[src/hdl/isbi_pkg.sv]
// shared types and constants for the indexed block search/insert core
// no dependencies; imported by the core and its checker
`timescale 1ns / 1ps

package isbi_pkg;

    localparam int KEY_W     = 24;
    localparam int REG_W     = 18;
    localparam int STATUS_W  = 2;
    localparam int POS_W     = 6;
    localparam int CFG_IDX_W = 3;

    localparam int NUM_BLOCKS_DEF = 4;
    localparam int BLOCK_SIZE_DEF = 16;
    localparam int NUM_REGS       = 4;

    // group key reset value of block zero; block b resets to this plus b
    localparam int BLOCK_KEY_BASE = 10801;

    // key / 100 as (key * RECIP) >> RECIP_SHIFT, exact for 24-bit keys
    localparam int GROUP_DIV   = 100;
    localparam int RECIP_SHIFT = 31;
    localparam int RECIP_W     = 25;
    localparam logic [RECIP_W-1:0] RECIP =
        RECIP_W'(((64'd1 << RECIP_SHIFT) + GROUP_DIV - 1) / GROUP_DIV);

    localparam logic [STATUS_W-1:0] ST_OK        = 2'd0;
    localparam logic [STATUS_W-1:0] ST_NOT_FOUND = 2'd1;
    localparam logic [STATUS_W-1:0] ST_NO_BLOCK  = 2'd2;
    localparam logic [STATUS_W-1:0] ST_FULL      = 2'd3;

    localparam logic REQ_SEARCH = 1'b0;
    localparam logic REQ_INSERT = 1'b1;

    typedef struct packed {
        logic             req_type;
        logic [KEY_W-1:0] key;
    } req_t;

    typedef struct packed {
        logic [STATUS_W-1:0] status;
        logic [POS_W-1:0]    position;
    } rsp_t;

endpackage

[src/hdl/indexed_block_search_insert_core.sv]
// indexed block search/insert core: top level
// depends on isbi_pkg; isbi_checker is bound to it from its own file
`timescale 1ns / 1ps

// channel    direction  handshake                      payload
// request    in         start && !busy                 req (req_type, key)
// result     out        done, one-cycle strobe         rsp (status, position)
// config     in         cfg_valid && cfg_ready         cfg_index, cfg_data
//
// a request that finds no block for its group, and every insert, ends in
// S_ACT; a search goes on to S_SCAN and reads the filled entries of its block
// (at most BLOCK_SIZE) one entry per cycle through the single read port of the
// entry memory, stopping at the first slot that holds the key.
// reset clears the fill counts and restores the block group keys; the entry
// memory needs no clearing since only filled slots are ever compared.
// the receiver cannot stall: done marks the result for exactly one cycle and
// a new request may be accepted in that same cycle.

module indexed_block_search_insert_core
    import isbi_pkg::*;
#(
    parameter int NUM_BLOCKS = NUM_BLOCKS_DEF,
    parameter int BLOCK_SIZE = BLOCK_SIZE_DEF
)
(
    input  logic                 clk,
    input  logic                 rst_n,
    // request side
    input  logic                 start,
    output logic                 busy,
    input  req_t                 req,
    // result side
    output logic                 done,
    output rsp_t                 rsp,
    // configuration write channel
    input  logic                 cfg_valid,
    output logic                 cfg_ready,
    input  logic [CFG_IDX_W-1:0] cfg_index,
    input  logic [REG_W-1:0]     cfg_data
);

    localparam int DEPTH = NUM_BLOCKS * BLOCK_SIZE;
    localparam int AW    = (DEPTH > 1) ? $clog2(DEPTH) : 1;
    localparam int BW    = (NUM_BLOCKS > 1) ? $clog2(NUM_BLOCKS) : 1;
    localparam int FW    = $clog2(BLOCK_SIZE + 1);

    // sequencer states
    localparam logic [2:0] S_IDLE  = 3'd0;
    localparam logic [2:0] S_DIV   = 3'd1;
    localparam logic [2:0] S_MATCH = 3'd2;
    localparam logic [2:0] S_ACT   = 3'd3;
    localparam logic [2:0] S_SCAN  = 3'd4;

    logic [2:0]        state_reg, state_next;

    // captured request
    logic              type_reg;
    logic [KEY_W-1:0]  key_reg;

    // group of the key, block lookup result
    logic [KEY_W+RECIP_W-1:0] grp_prod;
    logic [REG_W-1:0]  grp_reg;
    logic              hit_comb;
    logic [BW-1:0]     blk_comb;
    logic              hit_reg;
    logic [BW-1:0]     blk_reg;

    // block group keys and fill counts
    logic [REG_W-1:0]  bkey [NUM_BLOCKS];
    logic [FW-1:0]     fill_reg [NUM_BLOCKS];
    logic              cfg_we;

    // scan control
    logic [AW-1:0]     base_reg;
    logic [FW-1:0]     idx_reg;
    logic [FW-1:0]     lim_reg;
    logic              pend_reg;
    logic [AW-1:0]     paddr_reg;

    // entry memory
    logic [KEY_W-1:0]  mem [DEPTH];
    logic [KEY_W-1:0]  rdata_reg;
    logic [AW-1:0]     mem_addr;
    logic              mem_we;

    // datapath helpers
    logic [AW-1:0]     act_base;
    logic [FW-1:0]     act_fill;
    logic [AW-1:0]     act_addr;
    logic [AW-1:0]     scan_addr;
    logic              scan_issue;
    logic              scan_hit;

    // result register
    logic              done_reg, done_next;
    rsp_t              rsp_reg, rsp_next;

    assign busy      = (state_reg != S_IDLE);
    assign done      = done_reg;
    assign rsp       = rsp_reg;
    // writes must only arrive while idle (the core does not enforce this); the channel is always open
    assign cfg_ready = 1'b1;
    assign cfg_we    = cfg_valid;

    // ---------------------------------------------------------------
    // block group keys: the first NUM_REGS blocks are programmable,
    // any further block keeps its reset key
    // ---------------------------------------------------------------
    for (genvar b = 0; b < NUM_BLOCKS; b++) begin : g_bkey
        if (b < NUM_REGS) begin : g_prog
            logic [REG_W-1:0] bkey_reg;
            always_ff @(posedge clk or negedge rst_n)
            begin
                if (!rst_n)
                begin
                    bkey_reg <= REG_W'(BLOCK_KEY_BASE + b);
                end
                else if (cfg_we && cfg_index == CFG_IDX_W'(b))
                begin
                    bkey_reg <= cfg_data;
                end
            end
            assign bkey[b] = bkey_reg;
        end
        else begin : g_fixed
            assign bkey[b] = REG_W'(BLOCK_KEY_BASE + b);
        end
    end

    // group = key / 100 by reciprocal multiply, registered in S_DIV
    assign grp_prod = {{RECIP_W{1'b0}}, key_reg} * {{KEY_W{1'b0}}, RECIP};

    // lowest numbered block whose group key matches
    always_comb
    begin
        hit_comb = 1'b0;
        blk_comb = '0;
        for (int b = NUM_BLOCKS - 1; b >= 0; b--)
        begin
            if (bkey[b] == grp_reg)
            begin
                hit_comb = 1'b1;
                blk_comb = BW'(b);
            end
        end
    end

    // block base, fill and addresses
    assign act_base   = AW'(32'(blk_reg) * BLOCK_SIZE);
    assign act_fill   = fill_reg[blk_reg];
    assign act_addr   = act_base + AW'(act_fill);
    assign scan_addr  = base_reg + AW'(idx_reg);
    assign scan_issue = (idx_reg < lim_reg);
    assign scan_hit   = pend_reg && (rdata_reg == key_reg);

    assign mem_addr = (state_reg == S_ACT) ? act_addr : scan_addr;
    assign mem_we   = (state_reg == S_ACT) && hit_reg && (type_reg == REQ_INSERT)
                      && (act_fill != FW'(BLOCK_SIZE));

    // entry memory: one port, registered read
    always_ff @(posedge clk)
    begin
        if (mem_we)
        begin
            mem[mem_addr] <= key_reg;
        end
        rdata_reg <= mem[mem_addr];
    end

    // fill counts
    always_ff @(posedge clk or negedge rst_n)
    begin
        if (!rst_n)
        begin
            for (int b = 0; b < NUM_BLOCKS; b++)
            begin
                fill_reg[b] <= '0;
            end
        end
        else if (mem_we)
        begin
            fill_reg[blk_reg] <= act_fill + FW'(1);
        end
    end

    // ---------------------------------------------------------------
    // sequencer
    // ---------------------------------------------------------------
    always_comb
    begin
        state_next = state_reg;
        done_next  = 1'b0;
        rsp_next   = rsp_reg;
        unique case (state_reg)
            S_IDLE:
            begin
                if (start)
                begin
                    state_next = S_DIV;
                end
            end
            S_DIV:
            begin
                state_next = S_MATCH;
            end
            S_MATCH:
            begin
                state_next = S_ACT;
            end
            S_ACT:
            begin
                if (!hit_reg)
                begin
                    state_next        = S_IDLE;
                    done_next         = 1'b1;
                    rsp_next.status   = ST_NO_BLOCK;
                    rsp_next.position = '0;
                end
                else if (type_reg == REQ_INSERT)
                begin
                    state_next = S_IDLE;
                    done_next  = 1'b1;
                    if (act_fill == FW'(BLOCK_SIZE))
                    begin
                        rsp_next.status   = ST_FULL;
                        rsp_next.position = '0;
                    end
                    else
                    begin
                        rsp_next.status   = ST_OK;
                        rsp_next.position = POS_W'(32'(act_addr));
                    end
                end
                else
                begin
                    state_next = S_SCAN;
                end
            end
            S_SCAN:
            begin
                // compare the previous read, issue the next one
                if (scan_hit)
                begin
                    state_next        = S_IDLE;
                    done_next         = 1'b1;
                    rsp_next.status   = ST_OK;
                    rsp_next.position = POS_W'(32'(paddr_reg));
                end
                else if (!scan_issue)
                begin
                    state_next        = S_IDLE;
                    done_next         = 1'b1;
                    rsp_next.status   = ST_NOT_FOUND;
                    rsp_next.position = '0;
                end
            end
            default:
            begin
                state_next = S_IDLE;
            end
        endcase
    end

    always_ff @(posedge clk or negedge rst_n)
    begin
        if (!rst_n)
        begin
            state_reg <= S_IDLE;
            done_reg  <= 1'b0;
            pend_reg  <= 1'b0;
        end
        else
        begin
            state_reg <= state_next;
            done_reg  <= done_next;
            if (state_reg == S_SCAN)
            begin
                pend_reg <= scan_issue && !scan_hit;
            end
            else
            begin
                pend_reg <= 1'b0;
            end
        end
    end

    // payload and scan registers, no reset needed
    always_ff @(posedge clk)
    begin
        rsp_reg <= rsp_next;
        if (state_reg == S_IDLE && start)
        begin
            type_reg <= req.req_type;
            key_reg  <= req.key;
        end
        if (state_reg == S_DIV)
        begin
            grp_reg <= grp_prod[RECIP_SHIFT +: REG_W];
        end
        if (state_reg == S_MATCH)
        begin
            hit_reg <= hit_comb;
            blk_reg <= blk_comb;
        end
        if (state_reg == S_ACT)
        begin
            base_reg <= act_base;
            lim_reg  <= act_fill;
            idx_reg  <= '0;
        end
        else if (state_reg == S_SCAN && scan_issue)
        begin
            idx_reg   <= idx_reg + FW'(1);
            paddr_reg <= scan_addr;
        end
    end

endmodule

[config.mk]
export PLATFORM = sky130hd
export DESIGN_NAME = indexed_block_search_insert_core
export DESIGN_NICKNAME = d
export VERILOG_FILES = /design/src/hdl/isbi_pkg.sv /design/src/hdl/indexed_block_search_insert_core.sv
export SDC_FILE = /design/constraint.sdc
export NUM_CORES = 2
export LEC_CHECK = 0
export ABC_CLOCK_PERIOD_IN_PS = 9700
export BUFFER_PORTS_ARGS = -buffer_cell sky130_fd_sc_hd__buf_4
export CAP_MARGIN = 20
export CORE_MARGIN = 1
export CORE_UTILIZATION = 29
export CTS_CLUSTER_DIAMETER = 150
export DETAILED_ROUTE_END_ITERATION = 8
export PLACE_DENSITY = 0.52
export RECOVER_POWER = 25
export SLEW_MARGIN = 20
export SYNTH_ARGS = -nofsm -noshare
export SYNTH_HDL_FRONTEND = slang
export SYNTH_SLANG_ARGS = --single-unit
[constraint.sdc]
create_clock -name clk -period 9.7 [get_ports clk]
set_input_delay 0.485 -clock clk [delete_from_list [all_inputs] [get_ports clk]]
set_output_delay 0.485 -clock clk [all_outputs]
set_load 0.02 [all_outputs]
# Word-level counts from Yosys, hierarchy flattened
# Memory sizes are Yosys's and may differ from the RTL's. A register that Yosys moved wholly into a read port is not among the register bits.
# Cells that the tools add are included.
# Widths: inputs -> output; s select.
[word_totals]
out_inout_bits = 11
latch_bits = 0
ff_bits = 169
mem_bits_ro = 0
inputBits = 50
ram_bits = 1536
n_memories = 1
[mem_list]
columns = ["memory", "depth", "word_bits", "rd", "rd_clocked_by_memory_dff", "write_ports", "line", "rtl"]
rows = [
  ["mem", 64, 24, 1, 1, 1, "indexed_block_search_insert_core.sv:81", "logic [KEY_W-1:0] mem [DEPTH];"],
]
[op_classes]
n_mux = 31
n_shift = 0
eq_ne = 17
n_addsub = 4
bitwise = 2
div_mod_pow = 0
reduce_logical = 22
mul = 1
n_lt_le_gt_ge = 3
[op_table]
columns = ["operator", "count"]
rows = [
  ["$eq 18x18->1", 4],
  ["$mul 24x25->49 const B", 1],
  ["$mux 8", 5],
  ["$eq 24x24->1", 1],
  ["$bwmux 20", 1],
  ["$pmux 8 s2", 1],
  ["$mux 3", 5],
  ["$mux 5", 3],
  ["$pmux 3 s5", 1],
  ["$add 6x5->6", 2],
  ["$eq 3x2->1 const B", 4],
  ["$logic_and 1x1->1", 12],
  ["$add 5x1->5 const B", 2],
  ["$bmux 5 s2", 1],
  ["$demux 5 s2", 1],
  ["$mux 1", 9],
  ["$eq 3x1->1 const B", 2],
  ["$logic_not 3->1", 2],
  ["$mux 6", 1],
  ["$ne 3x3->1 const B", 2],
  ["$eq 5x5->1 const B", 1],
  ["$lt 5x5->1", 1],
  ["$ne 5x5->1 const B", 1],
  ["$mux 2", 2],
  ["14 further kinds", 15],
]

# Longest topological paths before layout
[logic_depth]
ltp_word = 9
depth_mapped = 24
ltp_nobuf = 24

# Worst setup path after synthesis
# No wires, ideal clock.
[synth_timing]
kind = "flip-flop to flip-flop"
start = "register key_reg[7]"
end = "register grp_reg[17] (data pin)"
arrival_ns = 7.241
stages_incl_launch_ff = 23
n_path_buf = 0
setup_slack_ns = 2.199
period_less_slack_ns = 7.501
path_cell_list = "edfxtp_1 inv_1 fa_1 inv_1 fa_1 inv_1 fa_1 inv_1 fa_1 fa_1 fa_1 inv_1 fa_1 inv_1 ha_1 nand4_1 a2111oi_0 a211oi_1 nor4_1 a2111oi_0 o31ai_1 a21oi_1 xnor2_1"
[synth_between]
elab_chain_len = 1
[synth_lines]
columns = ["item", "line", "rtl"]
rows = [
  ["from (decl)", "indexed_block_search_insert_core.sv:58", "logic [KEY_W-1:0] key_reg;"],
  ["from (signal assigned)", "indexed_block_search_insert_core.sv:294", "key_reg <= req.key;"],
  ["$mul 24x25->49", "indexed_block_search_insert_core.sv:131", "assign grp_prod = {{RECIP_W{1'b0}}, key_reg} * {{KEY_W{1'b0}}, RECIP};"],
  ["named net grp_prod[48]", "indexed_block_search_insert_core.sv:61", "logic [KEY_W+RECIP_W-1:0] grp_prod;"],
  ["to (signal assigned)", "indexed_block_search_insert_core.sv:298", "grp_reg <= grp_prod[RECIP_SHIFT +: REG_W];"],
  ["to (decl)", "indexed_block_search_insert_core.sv:62", "logic [REG_W-1:0] grp_reg;"],
]
# The timed path passes the listed nets, and every way through them passes these cells.
# A chain may end at the register's enable or synchronous reset.

# Worst setup path after layout
[layout_timing]
start = "register key_reg[13]"
end = "register grp_reg[17] (data pin)"
# The elaborated chain is that of the path after synthesis.

==> results.toml <==
[grt]
global_route_overflow = 0
number_of_global_route_vias_before_repair = 45900
grt_util_all_layers = 0.175
wire_length_of_the_first_global_routing_pass_um = 339000
antenna_found_initial = 11
grt_start_max_net_pins = 97

[synth]
synth-async-reset-ratio = 0.0561
seq_area_frac_synth = 0.667
yosys.area.top_type = "sky130_fd_sc_hd__edfxtp_1"
synth_enable_flop_cells = 1603
postSynthAreaPerCell_um2 = 14.2
yosys_register_bits = 1729
synthCells = 5409
netlist-cell-type-count = 77
synth_most_common_cell = "sky130_fd_sc_hd__edfxtp_1"
synth_flop_cell = "sky130_fd_sc_hd__edfxtp_1"
ys_top_cells_by_count = "sky130_fd_sc_hd__edfxtp_1, sky130_fd_sc_hd__nand2_1, sky130_fd_sc_hd__o21ai_0"
synth.top_cell.area_share = 0.627
synth_warnings = 0
synth.net_count = 5920
synthesis.area_um2 = 76700
synthTopCellsByArea = "sky130_fd_sc_hd__edfxtp_1, sky130_fd_sc_hd__fa_1, sky130_fd_sc_hd__ha_1"

[setup_path]
cp.arrival_ps = 8720
end_kind = "flop"
critical_path.startpoint_type = "flop"
worstPathMaxFanout = 26
crit_top_cell = "sky130_fd_sc_hd__fa_1"
setup.worst_path.class = "flop to flop"
worstPathBufferInverterCount = 5
worstPathRequired_ps = 10230
worst_path_dominant_cell_family = "adder cells"
ordered_list_of_cells_on_the_worst_path = "clkbuf_1, fa_1, fa_1, inv_1, ha_1, fa_1, fa_1, fa_1, inv_1, fa_1, inv_1, ha_1, nand4_1, a2111oi_0, a211oi_1, nor4_1, a2111oi_0, buf_4, o31ai_1, a21oi_1, xnor2_1"
critical_path.slowest_cell = "sky130_fd_sc_hd__clkbuf_1"
critical_path.max_stage_delay_ps = 1270

[floorplanning]
die_w_um = 516
core.rowCount = 188
die-height_um = 516
initial_core_utilization = 0.292
floorplan.io_pins = 61
floorplan.die_area_um2 = 267000
core_region_area_um2 = 263000

[timing]
finalWorstSetupSlack_ps = 1510
rsz_0062_raised_after_global_routing = "false"
timing.setup.tns_ps = 0
post-route-period-util = 0.844
final-hold-violation-count = 0
finClkSkew_ps = 79.2
tightestPinTransition_ps = 4020
slew-limit-headroom = -1.68
finalMaxSlewViolations = 459
maxClockFrequency_mhz = 122
finalCriticalPeriod_ps = 8190
finalSetupViolCount = 0

[finish]
drive_above_1_share = 0.117
nFillCells = 25600
num-nets-final = 6102
flow.area_growth_from_synthesis_pct = 15.5
largest_register_ff_count = 1536

[clock_tree]
tritoncts_sinks = 1729
clk_path_buf_depth = 3
cts_inserted_buffers = 175
cts_root_buf = "sky130_fd_sc_hd__clkbuf_16"
cts-resized-gates = 0
worstSkewPairLatency_ps = 840
post_cts_buffers = 0
path_clk_slew_ps = 60
htreeDepth = 4
tritoncts = "done"

[place]
post-place-ws_ps = 2350
portBuffers = 59
dp.final_hpwl_um = 141000
place_congestion = 0.861

[routing]
drcViolationCount = 0
avgRoutedWirePerCell_um = 25.6
finalWirelength_um = 237000
route.antenna.remaining_nets = 0
drt_pass1_iterations = 6
post_drt_via_cell_ratio = 5.04
vias = 46600
first_iter_violations = 4258

[run_status]
violated_checks = "max-capacitance violations, max-slew violations"
run_status = "complete, but fails checks"

[job]
cap_violations = 11

[min_path]
worst_hold_path_type = "input port to flop"
[path summary, 6_finish.rpt]
kind / depth (start not counted) / startpoint / slack, ps / endpoint
max: 21 / key_reg[13]$_DFFE_PP_ / 1510 / grp_reg[17]$_DFFE_PP_
min in group asynchronous: 2 / rst_n / 630 / g_bkey[0].g_prog.bkey_reg[7]$_DFFE_PN0P_
max reg2reg: 21 / key_reg[13]$_DFFE_PP_ / 1510 / grp_reg[17]$_DFFE_PP_
min reg2reg: 2 / fill_reg[4]$_DFFE_PN0P_ / 480 / fill_reg[4]$_DFFE_PN0P_
min: 4 / cfg_valid / 400 / g_bkey[3].g_prog.bkey_reg[12]$_DFFE_PN0P_
max in group asynchronous: 3 / rst_n / 4530 / state_reg[2]$_DFFE_PN0P_
[per-layer routing]
| metal | GRT usage | routed length (µm) | vias up | share of wire |
|---|---|---|---|---|
| li1 | - | - | 20400 | - |
| met1 | 0.241 | 103000 | 24200 | 0.43 |
| met2 | 0.283 | 111000 | 1624 | 0.47 |
| met3 | 0.0266 | 15600 | 354 | 0.066 |
| met4 | 0.0570 | 7460 | 6 | 0.031 |
| met5 | 0 | 40 | - | 0.00017 |
[logic make-up (layout without fill, tap and decap cells)]
kind of cell / Yosys count / count (layout) / share of synthesized area
compound gates: 1074 / 1074 / 0.0870
xor+xnor: 126 / 126 / 0.0144
fa+ha+maj: 461 / 461 / 0.0948
buf+inv: 579 / 911 / 0.0305
flops: 1729 / 1729 / 0.667
mux: 320 / 320 / 0.0437
other cells: 1 / 6 / 0.0000489
simple gates: 1119 / 1119 / 0.0628
[cells in the final DEF, fill, tap and decap left out, types with 73 or more instances in the layout]
cell,synthesis,routed
sky130_fd_sc_hd__nor3_1,90,89
sky130_fd_sc_hd__o21ai_0,388,387
sky130_fd_sc_hd__mux2_2,77,76
sky130_fd_sc_hd__fa_1,201,201
sky130_fd_sc_hd__buf_4,2,174
sky130_fd_sc_hd__ha_1,260,260
sky130_fd_sc_hd__nand2_1,704,704
sky130_fd_sc_hd__o22ai_1,102,102
sky130_fd_sc_hd__edfxtp_1,1603,1603
sky130_fd_sc_hd__clkbuf_16,0,177
sky130_fd_sc_hd__a21oi_1,201,201
sky130_fd_sc_hd__inv_1,300,300
sky130_fd_sc_hd__mux2i_1,238,237
sky130_fd_sc_hd__o211ai_1,124,124
sky130_fd_sc_hd__xor2_1,73,73
[worst min-delay path, stage by stage]
cell	delay, ps
sky130_fd_sc_hd__buf_4	90
sky130_fd_sc_hd__nand4b_1	80
sky130_fd_sc_hd__buf_4	240
sky130_fd_sc_hd__mux2_2	250
[per-stage QoR]
step,instances,cell area (µm²),utilization,hold slack (ps)
6_report,9261,88600,0.337,396
5_1_grt,9257,88600,0.337,373
4_1_cts,9256,88800,0.338,112
3_5_place_dp,8884,82200,0.313,432
3_3_place_gp,8884,82200,0.313,423
2_1_floorplan,5409,76700,-,189
[what timing repair did]
action | CTS | global route
hold endpoints to repair | 124 | 0
setup endpoints to repair | 0 | 0
hold buffers | 45 | 0
[area by class of cell]
type | instances | area, µm² | share of cell area
inverters | 302 | 1130 | 0.0128
well taps | 3515 | 4400 | 0.0496
repair buffers | 282 | 2270 | 0.0256
flip-flops and latches | 1729 | 51200 | 0.577
clock buffers | 216 | 4630 | 0.0522
multi-input cells | 3101 | 23500 | 0.265
diodes | 5 | 12.5 | 0.000141
clock inverters | 111 | 1480 | 0.0167
Power is left out: the tool's default activity adds up to more than one toggle a clock period on the data nets, which glitch-free logic cannot reach.
